<file path="src/rtl/core/iprt_pkg.sv">
package iprt_pkg;

    localparam int IDLE_WORDS_DEF     = 4096;
    localparam int RECORD_ENTRIES_DEF = 256;
    localparam int COUNT_BITS_DEF     = 12;

    localparam int FRAME_W   = 55;
    localparam int IDLE_W    = 64;
    localparam int WORDS_W   = 13;
    localparam int TOTAL_W   = 32;
    localparam int SLOT_W    = 8;
    localparam int HIT_W     = 12;

    localparam logic [WORDS_W-1:0] WORDS_RST = 13'd4096;

    typedef logic [SLOT_W-1:0]  t_slot;
    typedef logic [HIT_W-1:0]   t_hit;
    typedef logic [TOTAL_W-1:0] t_total;
    typedef logic [FRAME_W-1:0] t_frame;

    typedef enum logic [1:0] {
        CMD_LOAD  = 2'd0,
        CMD_CHECK = 2'd1,
        CMD_END   = 2'd2
    } t_cmd;

    typedef enum logic [2:0] {
        ST_CHECKED = 3'd0,
        ST_ZERO    = 3'd1,
        ST_RANGE   = 3'd2,
        ST_FULL    = 3'd3,
        ST_LOADED  = 3'd4,
        ST_TOTALS  = 3'd5
    } t_status;

    typedef struct packed {
        logic [1:0]        command;
        logic [11:0]       word_index;
        logic [IDLE_W-1:0] idle_word;
        logic [63:0]       pagemap_entry;
    } t_in_beat;

    typedef struct packed {
        t_status status;
        logic    active;
        t_slot   slot_index;
        t_hit    hit_count;
        t_total  active_pages;
        t_total  walked_pages;
    } t_out_beat;

    // beat travelling down the slot chain
    typedef struct packed {
        t_out_beat beat;
        logic      lookup;
        logic      done;
        t_frame    frame;
    } t_token;

endpackage

</file>
<file path="src/rtl/core/iprt_cell.sv">
module iprt_cell #(
    parameter int IDX        = 0,
    parameter int COUNT_BITS = 12
) (
    input  logic           i_clk,
    input  logic           i_rst_n,
    input  logic           i_adv,
    input  logic           i_vld,
    input  iprt_pkg::t_token i_tok,
    output logic           o_vld,
    output iprt_pkg::t_token o_tok,
    output logic           o_used
);
    import iprt_pkg::*;

    localparam t_slot MY_SLOT = t_slot'(IDX);

    logic                  r_vld;
    t_token                r_tok;
    logic                  r_used;
    t_frame                r_frame;
    logic [COUNT_BITS-1:0] r_hits;

    logic                  n_used;
    t_frame                n_frame;
    logic [COUNT_BITS-1:0] n_hits;
    t_token                n_tok;
    logic                  seek;
    logic                  hit;
    logic                  claim;

    always_comb begin
        seek    = i_vld && i_tok.lookup && !i_tok.done;
        hit     = seek && r_used && (r_frame == i_tok.frame);
        claim   = seek && !r_used;
        n_tok   = i_tok;
        n_used  = r_used;
        n_frame = r_frame;
        n_hits  = r_hits;
        if (hit) begin
            n_hits = (&r_hits) ? r_hits : r_hits + 1'b1;
        end else if (claim) begin
            n_used  = 1'b1;
            n_frame = i_tok.frame;
            n_hits  = '0;
        end
        if (hit || claim) begin
            n_tok.done            = 1'b1;
            n_tok.beat.slot_index = MY_SLOT;
            n_tok.beat.hit_count  = t_hit'(n_hits);
        end
    end

    always_ff @(posedge i_clk) begin
        if (!i_rst_n) begin
            r_vld  <= 1'b0;
            r_used <= 1'b0;
        end else if (i_adv) begin
            r_vld  <= i_vld;
            r_used <= n_used;
        end
    end

    always_ff @(posedge i_clk) begin
        if (i_adv) begin
            r_tok   <= n_tok;
            r_frame <= n_frame;
            r_hits  <= n_hits;
        end
    end

    assign o_vld  = r_vld;
    assign o_tok  = r_tok;
    assign o_used = r_used;

endmodule

</file>
<file path="config.mk">
export PLATFORM = sky130hd
export DESIGN_NAME = iprt_cell
export DESIGN_NICKNAME = d
export VERILOG_FILES = /design/src/rtl/core/iprt_pkg.sv /design/src/rtl/core/iprt_cell.sv
export SDC_FILE = /design/constraint.sdc
export NUM_CORES = 1
export LEC_CHECK = 0
export BUFFER_PORTS_ARGS = -buffer_cell sky130_fd_sc_hd__clkbuf_2
export CELL_PAD_IN_SITES_DETAIL_PLACEMENT = 0
export CELL_PAD_IN_SITES_GLOBAL_PLACEMENT = 1
export CORE_ASPECT_RATIO = 1.4
export CORE_MARGIN = 5
export CORE_UTILIZATION = 40
export CTS_CLUSTER_DIAMETER = 100
export DETAILED_ROUTE_END_ITERATION = 16
export GPL_TIMING_DRIVEN = 0
export HOLD_SLACK_MARGIN = 0.1
export MAX_ROUTING_LAYER = met4
export PLACE_DENSITY_LB_ADDON = 0.3
export SLEW_MARGIN = 20
export SYNTH_ARGS = -nofsm -noshare
export SYNTH_HDL_FRONTEND = slang
export SYNTH_SLANG_ARGS = --single-unit
</file>
<file path="constraint.sdc">
create_clock -name i_clk -period 5.7 [get_ports i_clk]
set_clock_uncertainty 0.15 [all_clocks]
set_input_delay 1.14 -clock i_clk [delete_from_list [all_inputs] [get_ports i_clk]]
set_output_delay 1.14 -clock i_clk [all_outputs]
set_load 0.1 [all_outputs]
</file>
==> results of run 1 <==
## cells by family after synthesis
kind of cell             count (synthesis)
adder cells (fa/ha/maj)                  1
AO/OA/AOI/OAI                           31
buffers and inverters                   11
flip-flops                             214
XOR/XNOR                                62
multiplexers                             3
AND/OR/NAND/NOR                         73
## Yosys cell counts (all sizes together), types with 2 or more instances
| master | instances |
|---|---|
| nor3 | 3 |
| and3 | 8 |
| nand3 | 12 |
| o21ai | 9 |
| a21oi | 2 |
| edfxtp | 212 |
| o2bb2ai | 4 |
| or2 | 2 |
| dfxtp | 2 |
| xor2 | 8 |
| nand2b | 2 |
| nor4 | 4 |
| a21o | 13 |
| nand4 | 15 |
| nor2 | 11 |
| and2 | 2 |
| clkbuf | 6 |
| and4 | 3 |
| mux2i | 3 |
| buf | 2 |
| xnor2 | 54 |
| nand2 | 7 |
| inv | 3 |
## area by class of cell
type	instances	area [um2]	share of cell area, %
buffer	8	45.0	0.439
clock buffer	24	558	5.44
clock inverter	14	141	1.38
inverter	3	11.3	0.110
multi-input combinational	170	1220	11.9
sequential	214	6410	62.5
tap	248	310	3.03
timing repair buffer	298	1560	15.2
## placed cells by master (no fill, tap or decap), drive strengths merged
cell and instances:
nor4 4, clkbuf 325, a21oi 2, and3 8, or2 2, a21o 13, o2bb2ai 4, nor2b 1
or4 1, buf 5, and2 2, bufinv 2, xor2 8, o21a 1, inv 4, nand2 7
nand4 15, nor3 3, nor2 11, edfxtp 212, dfxtp 2, mux2i 3, clkinv 11, o221a 1
ha 1, nand3 12, and4 3, o21ai 9, o2111ai 1, nand3b 1, nand2b 2, xnor2 54
or4b 1
## routing by layer
metal | part of all wire (%) | GRT usage [%]
met5 | 0 | -
met4 | 2.3 | 5.01
met3 | 6.7 | 3.20
met2 | 54 | 29.3
met1 | 37 | 18.0
## worst min-delay path by stage
| stage | to | slack [ns] | cells after the start |
|---|---|---|---|
| after floorplan | r_hits[10]$_DFFE_PP_ | 0.41 | 1 |
| after global placement | o_used$_SDFFE_PN0P_ | 0.36 | 1 |
| after detailed placement | o_used$_SDFFE_PN0P_ | 0.36 | 1 |
| after CTS | o_used$_SDFFE_PN0P_ | 0.37 | 1 |
| after global routing | o_vld$_SDFFE_PN0P_ | 0.41 | 2 |
| final | o_used$_SDFFE_PN0P_ | 0.37 | 1 |
## power by group
part,total [mW],internal [mW],switching [mW],leakage [nW]
logic,0.854,0.124,0.730,1.71
clock network,1.39,0.804,0.583,0.347
registers,1.88,1.84,0.0331,2.05
total,4.12,2.77,1.35,4.11
## flip-flops by register name (all words and copies together), names as in the netlist
name,count
r_hits,12
o_used,1
r_frame,55
o_tok,145
o_vld,1
## worst reg2reg max path, stage by stage, from the launching register on
cell and delay, ns:
edfxtp_1 0.38, xnor2_1 0.15, nand4_1 0.14, nor4_1 0.58, nand4_1 0.35, and2_1 0.28, buf_6 0.14, buf_6 0.14
a21o_1 0.18
==> key figures, run 1 <==
Outcome
  – Status: complete, no violations

Min path
  – HP Start: o_used$_SDFFE_PN0P_
  – Hold WC Path Type: register to register

Detailed routing
  – Initial drt markers: 295
  – DRC viols: 0
  – WL/cell: 18.4 um
  – Final WL: 18.1 mm
  – Via count: 4634
  – Pre-Repair DR Iteration Count: 4
  – Post-DRT Antenna Nets: 0
  – Routed vias/inst: 4.73

Clock tree
  – Cts bufs inserted: 22
  – Clk buf depth: 3
  – Htree depth: 1
  – CTS tree: built
  – CTS Hold Buffers Added: 0
  – Post-CTS Setup Inserts: 0
  – Worst-path clk slew: 0.06 ns
  – CTS sink count: 214
  – Post-cts gate resize count: 0
  – Worst skew pair latency: 0.50 ns
  – CTS Root Cell: clkbuf_16

Critical path
  – Critical Path RT: 5.81 ns
  – R2R setup slack: 2.97 ns
  – CP Max Fanout: 10
  – Worst Setup SP: i_tok[31]
  – Worst setup SP type: primary input
  – Worst Setup EP: r_hits[10]$_DFFE_PP_
  – Slowest stage delay, CP: 0.58 ns
  – Worst reg2reg path depth: 8
  – Critical Path End Type: register
  – Worst Path Buf+Inv: 3
  – Worst R2R End: r_hits[10]$_DFFE_PP_
  – Crit-path slowest cell: nor4_1
  – WP data arrival: 3.22 ns
  – Cell depth of the worst setup path: 9
  – Crit-path leading delay family: simple AND/OR/NAND/NOR gates
  – CP Cell Sequence: clkbuf_2, xnor2_1, nand4_1, nor4_1, nand4_1, and2_1, buf_6, buf_6, a21o_1
  – WS Path Type: primary input to register
  – RR Startpoint: r_frame[54]$_DFFE_PP_

Placement
  – Post-DP HPWL: 13.9 mm
  – PortBufs: 295
  – Placement Setup Slack: 1.91 ns
  – GP Congestion: 0.811
  – DP Cell Count: 941
  – DP Area: 9560 um2

Synthesis
  – Top post-synthesis cells by area: edfxtp_1, xnor2_1, a21o_1, nand4_1, xor2_1
  – Main combinational cell family by area after synthesis: XOR/XNOR gates
  – Post-synthesis mux area share: 0.391%
  – Net count after synthesis: 545
  – Post-Synth Simple-Gate Area: 5.41%
  – Ys Warns: 0
  – Post-synthesis compound-gate area fraction: 2.80%
  – FF+latch count, synth: 214
  – Yosys top cell area share: 82.9%
  – Biggest area consumer among synthesized cells: edfxtp_1
  – Top_reg_cell synth: edfxtp_1
  – Synthesized area per cell: 19.4 um2
  – FFs w/ async S/R, synth: 0%
  – Syn Std Cell Area: 7680 um2
  – Yosys cell types: 33
  – Adder-cell share of the synthesized area: 0.163%
  – Seq/Total Area, Yosys: 83.4%
  – Post-Synthesis Cells: 395
  – Post-synth EDFFs: 212
  – Synth Area in XOR/XNOR: 7.07%

Timing
  – Slew Limit Headroom: 55.9%
  – RSZ-0062 raised after global routing: false
  – Final setup vio count: 0
  – Setup tns final: 0 ns
  – Hold_ws: 0.368 ns
  – Final Hold Fails: 0
  – Setup WS post-layout: 2.59 ns
  – Max Clk Rate: 321 MHz
  – Final Max Tran Viols: 0
  – Final Critical Period: 3.11 ns
  – Period utilization: 54.6%
  – Least-Margin Pin Slew: 0.662 ns

Floorplan
  – I/O pins: 296
  – Initial Util: 40.3%
  – # rows: 60
  – Die width: 127 um
  – Area of the core: 19100 um2
  – Die area: 22100 um2
  – Height of the die: 174 um

Final layout
  – Final Util: 53.8%
  – Post-layout instance area: 10300 um2
  – Antenna fix cells: 0
  – Filler Cells Inserted: 1628
  – Area Overhead vs Synth: 33.6%
  – Final net count: 867
  – Layout cell share with drive strength beyond 1: 46.2%
  – Fin cells: 979

Power and ir drop
  – Overall power: 4.12 mW
  – VDD IR max: 0.301 mV
  – Pleak: 4.11 nW
  – Pwr Density: 401 nW/um2

Job
  – Max cap viols: 0

Global routing
  – Largest net degree at the start of global routing: 86
  – GRT Total Usage: 16.2%
  – GRT Residual Overflow: 0
  – Antenna violations before repair: 0
  – First-pass GRT wire length: 27.4 mm
  – Vias in the first global route: 4802
No activity file was read; power rests on OpenSTA's default activity.
==> run 2, diff against run 1 <==
--- a/config.mk
+++ b/config.mk
@@ -10,7 +10,7 @@
 export CELL_PAD_IN_SITES_GLOBAL_PLACEMENT = 1
 export CORE_ASPECT_RATIO = 1.4
 export CORE_MARGIN = 5
-export CORE_UTILIZATION = 40
+export CORE_UTILIZATION = 36
 export CTS_CLUSTER_DIAMETER = 100
 export DETAILED_ROUTE_END_ITERATION = 16
 export GPL_TIMING_DRIVEN = 0
==> constraint.sdc (replaced) <==
create_clock -name i_clk -period 2.5 [get_ports i_clk]
set_clock_uncertainty 0.15 [all_clocks]
set_input_delay 0.5 -clock i_clk [delete_from_list [all_inputs] [get_ports i_clk]]
set_output_delay 0.5 -clock i_clk [all_outputs]
set_load 0.1 [all_outputs]
==> key figures, run 2 (synthesis results as in run 1) <==
Outcome
  – Status: complete, no violations

Final layout
  – Layout cell share with drive strength beyond 1: 41.5% (-4.8 points)
  – Filler Cells Inserted: 1701 (+4.5%)
  – Area Overhead vs Synth: 53.0%
  – Max reg flops: 145 (unchanged)
  – Final net count: 999 (+15%)
  – Commonest non-fill, non-tap cells in the layout: clkbuf_2, edfxtp_1, dlygate4sd3_1, xnor2_1, clkbuf_16
  – Commonest non-fill, non-tap cell in the layout: clkbuf_2
  – Fin cells: 1125 (+15%)

Global routing
  – First-pass GRT wire length: 30.6 mm (+11%)
  – GRT Residual Overflow: 0 (unchanged)
  – GRT Total Usage: 16.3% (+0.11 points)
  – Vias in the first global route: 5548 (+16%)
  – Antenna violations before repair: 2 (+2)
  – Largest net degree at the start of global routing: 98 (+14%)

Min path
  – Hold WC Path Type: primary input to register

Timing
  – Final setup vio count: 0 (unchanged)
  – Setup tns final: 0 ns (unchanged)
  – Setup WS post-layout: 0.115 ns (-2.47 ns)
  – Least-Margin Pin Slew: 0.587 ns (-0.0748 ns)
  – RSZ-0062 raised after global routing: false
  – Final Critical Period: 2.39 ns
  – Hold_ws: 0.119 ns (-0.250 ns)
  – Period utilization: 95.4%
  – Final Max Tran Viols: 0 (unchanged)
  – Final Hold Fails: 0 (unchanged)
  – Max Clk Rate: 419 MHz
  – Slew Limit Headroom: 60.7% (+4.9 points)

Critical path
  – Worst Setup SP: r_frame[2]$_DFFE_PP_
  – CP Cell Sequence: xnor2_1, nand4_1, nor4_4, nand4_1, and2_4, clkbuf_16, a21o_1
  – Critical Path RT: 2.61 ns (-3.20 ns)
  – R2R setup slack: 0.11 ns (-2.86 ns)
  – Slowest stage delay, CP: 0.39 ns (-0.19 ns)
  – Worst reg2reg path depth: 7 (-1)
  – Crit-path slowest cell: nor4_4
  – WS Path Type: register to register
  – RR Startpoint: r_frame[2]$_DFFE_PP_
  – WP data arrival: 2.50 ns (-0.72 ns)
  – Worst R2R End: r_hits[8]$_DFFE_PP_
  – CP Max Fanout: 10 (unchanged)
  – Critical Path End Type: register
  – Cell with the most instances on the worst path: nand4_1
  – Worst Setup EP: r_hits[8]$_DFFE_PP_
  – Worst setup SP type: register

Clock tree
  – Worst skew pair latency: 0.51 ns (about the same)
  – Htree depth: 1 (unchanged)
  – CTS tree: built
  – Clk buf depth: 3 (unchanged)
  – Worst-path clk slew: 0.06 ns (about the same)
  – Cts bufs inserted: 22 (unchanged)
  – CTS Root Cell: clkbuf_16
  – CTS sink count: 214 (unchanged)

Detailed routing
  – WL/cell: 18.1 um (-1.8%)
  – Pre-Repair DR Iteration Count: 4 (unchanged)
  – Post-DRT Antenna Nets: 0 (unchanged)
  – DRC viols: 0 (unchanged)
  – Initial drt markers: 297 (+0.68%)
  – Routed vias/inst: 4.63 (-2.3%)
  – Final WL: 20.4 mm (+13%)
  – Via count: 5204 (+12%)

Power and ir drop
  – Pwr Density: 834 nW/um2 (+110%)
  – VDD IR max: 0.504 mV (+68%)
  – Overall power: 9.80 mW (+140%)
  – Pleak: 4.76 nW (+16%)

Floorplan
  – Area of the core: 21100 um2 (+11%)
  – Die area: 24400 um2 (+10%)
  – Height of the die: 183 um (+5.1%)
  – Die width: 133 um (+5.0%)
  – # rows: 63 (+5.0%)
  – Initial Util: 36.3% (-3.9 points)
  – I/O pins: 296 (unchanged)

Placement
  – Placement Setup Slack: -0.591 ns (-2.50 ns)
  – DP Cell Count: 953 (+1.3%)
  – PortBufs: 295 (unchanged)
  – GP Congestion: 0.782 (-3.5%)
  – Post-DP HPWL: 13.6 mm (-2.1%)

Job
  – Max cap viols: 0 (unchanged)
==> run 2: cell types whose count changed in the layout (fill, tap and decap cells not counted), moves of 3 or more <==
cell           delta
clkbuf_1          -5
xnor2_1           -3
nor4_1            -4
xnor2_2           +3
buf_4             +6
dlygate4sd3_1   +126
==> run 2: power breakdown <==
group	total, mW	switching, mW	internal [mW]
combinational	2.13	1.71	0.420
sequential	4.28	0.0776	4.20
clock	3.39	1.36	2.03
total	9.80	3.15	6.65
==> run 2: worst min path at each step <==
stage | depth (start not counted) | start | to | slack (ns)
after CTS | 2 | i_tok[122] | o_tok[122]$_DFFE_PP_ | 0.10
after floorplan | 1 | r_hits[10]$_DFFE_PP_ | r_hits[10]$_DFFE_PP_ | 0.41
after detailed placement | 1 | o_used$_SDFFE_PN0P_ | o_used$_SDFFE_PN0P_ | 0.34
after global placement | 1 | o_used$_SDFFE_PN0P_ | o_used$_SDFFE_PN0P_ | 0.34
final | 2 | i_tok[122] | o_tok[122]$_DFFE_PP_ | 0.12
after global routing | 2 | i_tok[131] | o_tok[131]$_DFFE_PP_ | 0.12
==> run 2: layout make-up <==
| class | instances | area (um2) | share of cell area [%] |
|---|---|---|---|
| well taps | 260 | 325 | 2.77 |
| flip-flops and latches | 214 | 6410 | 54.5 |
| diodes | 2 | 5.00 | 0.0426 |
| repair buffers | 431 | 2910 | 24.7 |
| clock buffers | 23 | 554 | 4.72 |
| inverters | 3 | 11.3 | 0.0958 |
| plain buffers | 7 | 51.3 | 0.437 |
| clock inverters | 15 | 193 | 1.64 |
| multi-input cells | 170 | 1300 | 11.0 |
==> run 2: worst max-delay path, delay by kind of cell, from the launching register on <==
kind | cells | cell delay, ns
buf+inv | 1 | 0.17
xor+xnor | 1 | 0.20
simple gates | 4 | 1.09
compound gates | 1 | 0.16
flops | 1 | 0.38
==> run 2: timing repair <==
item | CTS | global route
gates resized for setup | 6 | 14
setup buffers | 3 | 3
hold buffers | 127 | 0
endpoints found under the hold margin | 183 | 0
setup endpoints to repair | 32 | 32
cloned | 0 | 1
pin swaps | 2 | 12
==> run 2: through the flow <==
| stage | cell area [um2] | util [%] |
|---|---|---|
| after global placement | 9490 | 44.9 |
| final | 11800 | 55.6 |
| after CTS | 11600 | 55.1 |
| after global routing | 11800 | 55.6 |
| after floorplan | 7690 | - |
| after detailed placement | 9580 | 45.4 |
==> run 2: metal layers <==
layer | up-vias | wire length, um | track usage [%]
li1 | 2454 | - | -
met1 | 2500 | 7450 | 17.3
met2 | 201 | 11100 | 30.4
met3 | 49 | 1180 | 2.74
met4 | 0 | 630 | 6.05
met5 | - | 0 | -
==> run 3, diff against run 2 <==
--- a/config.mk
+++ b/config.mk
@@ -16,7 +16,7 @@
 export GPL_TIMING_DRIVEN = 0
 export HOLD_SLACK_MARGIN = 0.1
 export MAX_ROUTING_LAYER = met4
-export PLACE_DENSITY_LB_ADDON = 0.3
+export PLACE_DENSITY_LB_ADDON = 0.1
 export SLEW_MARGIN = 20
 export SYNTH_ARGS = -nofsm -noshare
 export SYNTH_HDL_FRONTEND = slang
==> key figures, run 3 (synthesis results as in run 1) <==
Floorplan
  – Die area: 24400 um2 (unchanged)
  – Area of the core: 21100 um2 (unchanged)
  – # rows: 63 (unchanged)
  – Height of the die: 183 um (unchanged)
  – I/O pins: 296 (unchanged)
  – Initial Util: 36.3% (unchanged)
  – Die width: 133 um (unchanged)

Global routing
  – GRT Total Usage: 16.0% (-0.36 points)
  – Met1 Use GR: 17.2% (-0.17 points)
  – Vias in the first global route: 5591 (+0.78%)
  – GR Util met3: 3.54% (+0.80 points)
  – GRT Residual Overflow: 0 (unchanged)
  – Met2 usage: 29.1% (-1.3 points)
  – Grt peak-use layer: met2
  – Antenna violations before repair: 0 (-2)
  – Largest net degree at the start of global routing: 95 (-3.1%)
  – First-pass GRT wire length: 29.9 mm (-2.0%)

Critical path
  – Worst setup SP type: primary input
  – WP data arrival: 2.52 ns (+0.02 ns)
  – CP Max Fanout: 7 (-3)
  – WS Path Type: primary input to register
  – Critical Path End Type: register
  – Critical Path RT: 2.60 ns (about the same)

Timing
  – Max Clk Rate: 414 MHz (-1.2%)
  – Final Max Tran Viols: 0 (unchanged)
  – Least-Margin Pin Slew: 0.583 ns (-0.00483 ns)
  – RSZ-0062 raised after global routing: true
  – Hold_ws: 0.129 ns (+0.0105 ns)
  – Final Critical Period: 2.42 ns (+0.0300 ns)
  – Final setup vio count: 0 (unchanged)
  – Slew Limit Headroom: 61.3% (+0.58 points)
  – Setup WS post-layout: 0.0847 ns (-0.0300 ns)
  – Period utilization: 96.6% (+1.2 points)
  – Final Hold Fails: 0 (unchanged)

Placement
  – Post-DP HPWL: 13.2 mm (-3.5%)
  – DP Area: 9570 um2 (about the same)
  – GP Congestion: 0.818 (+4.6%)
  – PortBufs: 295 (unchanged)
  – Placement Setup Slack: -0.665 ns (-0.0740 ns)

Final layout
  – Commonest non-fill, non-tap cell in the layout: clkbuf_2
  – Area Overhead vs Synth: 51.0%
  – Layout cell share with drive strength beyond 1: 40.5% (-1.0 points)
  – Post-layout instance area: 11600 um2 (-1.3%)
  – Antenna fix cells: 0 (-2)
  – Multi-input gate area: 1260 um2 (-2.9%)
  – FF+latch area: 6410 um2 (unchanged)
  – Filler Cells Inserted: 1766 (+3.8%)
  – Final net count: 996 (-0.30%)
  – Commonest non-fill, non-tap cells in the layout: clkbuf_2, edfxtp_1, dlygate4sd3_1, xnor2_1, clkbuf_16
  – Max reg flops: 145 (unchanged)

Detailed routing
  – Post-DRT Antenna Nets: 0 (unchanged)
  – Final WL: 19.5 mm (-4.5%)
  – Initial drt markers: 251 (-15%)
  – Via count: 5100 (-2.0%)
  – DRC viols: 0 (unchanged)
  – WL/cell: 17.4 um (-4.0%)
  – Pre-Repair DR Iteration Count: 4 (unchanged)
  – Routed vias/inst: 4.55 (-1.6%)

Clock tree
  – CTS sink count: 214 (unchanged)
  – Worst-path clk slew: 0.07 ns (about the same)
  – Htree depth: 1 (unchanged)
  – CTS Root Cell: clkbuf_16
  – Cts bufs inserted: 21 (-4.5%)
  – CTS tree: built
  – Clk buf depth: 3 (unchanged)
  – Worst skew pair latency: 0.49 ns (-0.02 ns)

Power and ir drop
  – Pleak: 4.66 nW (-2.1%)
  – VDD IR max: 0.548 mV (+8.6%)
  – Pwr Density: 813 nW/um2 (-2.5%)

Min path
  – Hold WC Path Type: primary input to register

Outcome
  – Status: complete, no violations

Job
  – Max cap viols: 0 (unchanged)
run 3: per-layer routing:
layer	vias up	routed length [um]
met5	-	0
met4	0	563
met2	197	10400
li1	2430	-
met3	41	1270
met1	2432	7190
run 3: metrics by stage:
step	TNS (ns)	util [%]	total power, mW	cells
5_1_grt	-0.701	54.9	9.79	1120
3_3_place_gp	-410.18	44.9	6.29	950
3_5_place_dp	-21.21	45.3	6.31	953
2_1_floorplan	0	-	5.87	395
4_1_cts	0	54.5	9.54	1117
6_report	0	54.9	9.42	1120
run 3: layout make-up:
class | instances | area share (%)
repair buffers | 429 | 24.9
well taps | 260 | 2.81
clock inverters | 11 | 0.928
clock buffers | 26 | 4.69
plain buffers | 7 | 0.453
flip-flops and latches | 214 | 55.3
inverters | 3 | 0.0971
multi-input cells | 170 | 10.9
run 3: final timing paths:
check / slack (ns) / to / from / depth (start not counted)
min reg2reg: 0.35 / o_used$_SDFFE_PN0P_ / o_used$_SDFFE_PN0P_ / 1
min: 0.13 / o_tok[125]$_DFFE_PP_ / i_tok[125] / 2
max reg2reg: 0.09 / r_hits[6]$_DFFE_PP_ / r_frame[39]$_DFFE_PP_ / 8
max: 0.08 / r_hits[6]$_DFFE_PP_ / i_tok[22] / 10
run 3: worst max-delay path, stage by stage:
cell	delay, ns
dlygate4sd3_1	0.54
clkbuf_2	0.15
xnor2_2	0.16
nand4_1	0.14
nor3_2	0.19
nand4_1	0.18
and2_1	0.23
buf_6	0.14
clkbuf_16	0.15
a21o_1	0.14
run 3: power breakdown:
part           leakage, nW  internal [mW]  switching, mW
clock                0.310           1.75           1.28
combinational         2.30          0.419           1.70
sequential            2.05           4.20         0.0754
total                 4.66           6.37           3.05
run 3: timing repair:
action | 4_1_cts | 5_1_grt
endpoints found under the setup margin | 33 | 27
hold buffers | 125 | 0
pin swaps | 1 | 19
gates cloned | 0 | 1
endpoints found under the hold margin | 181 | 0
setup buffers | 2 | 3
gates resized for setup | 6 | 8
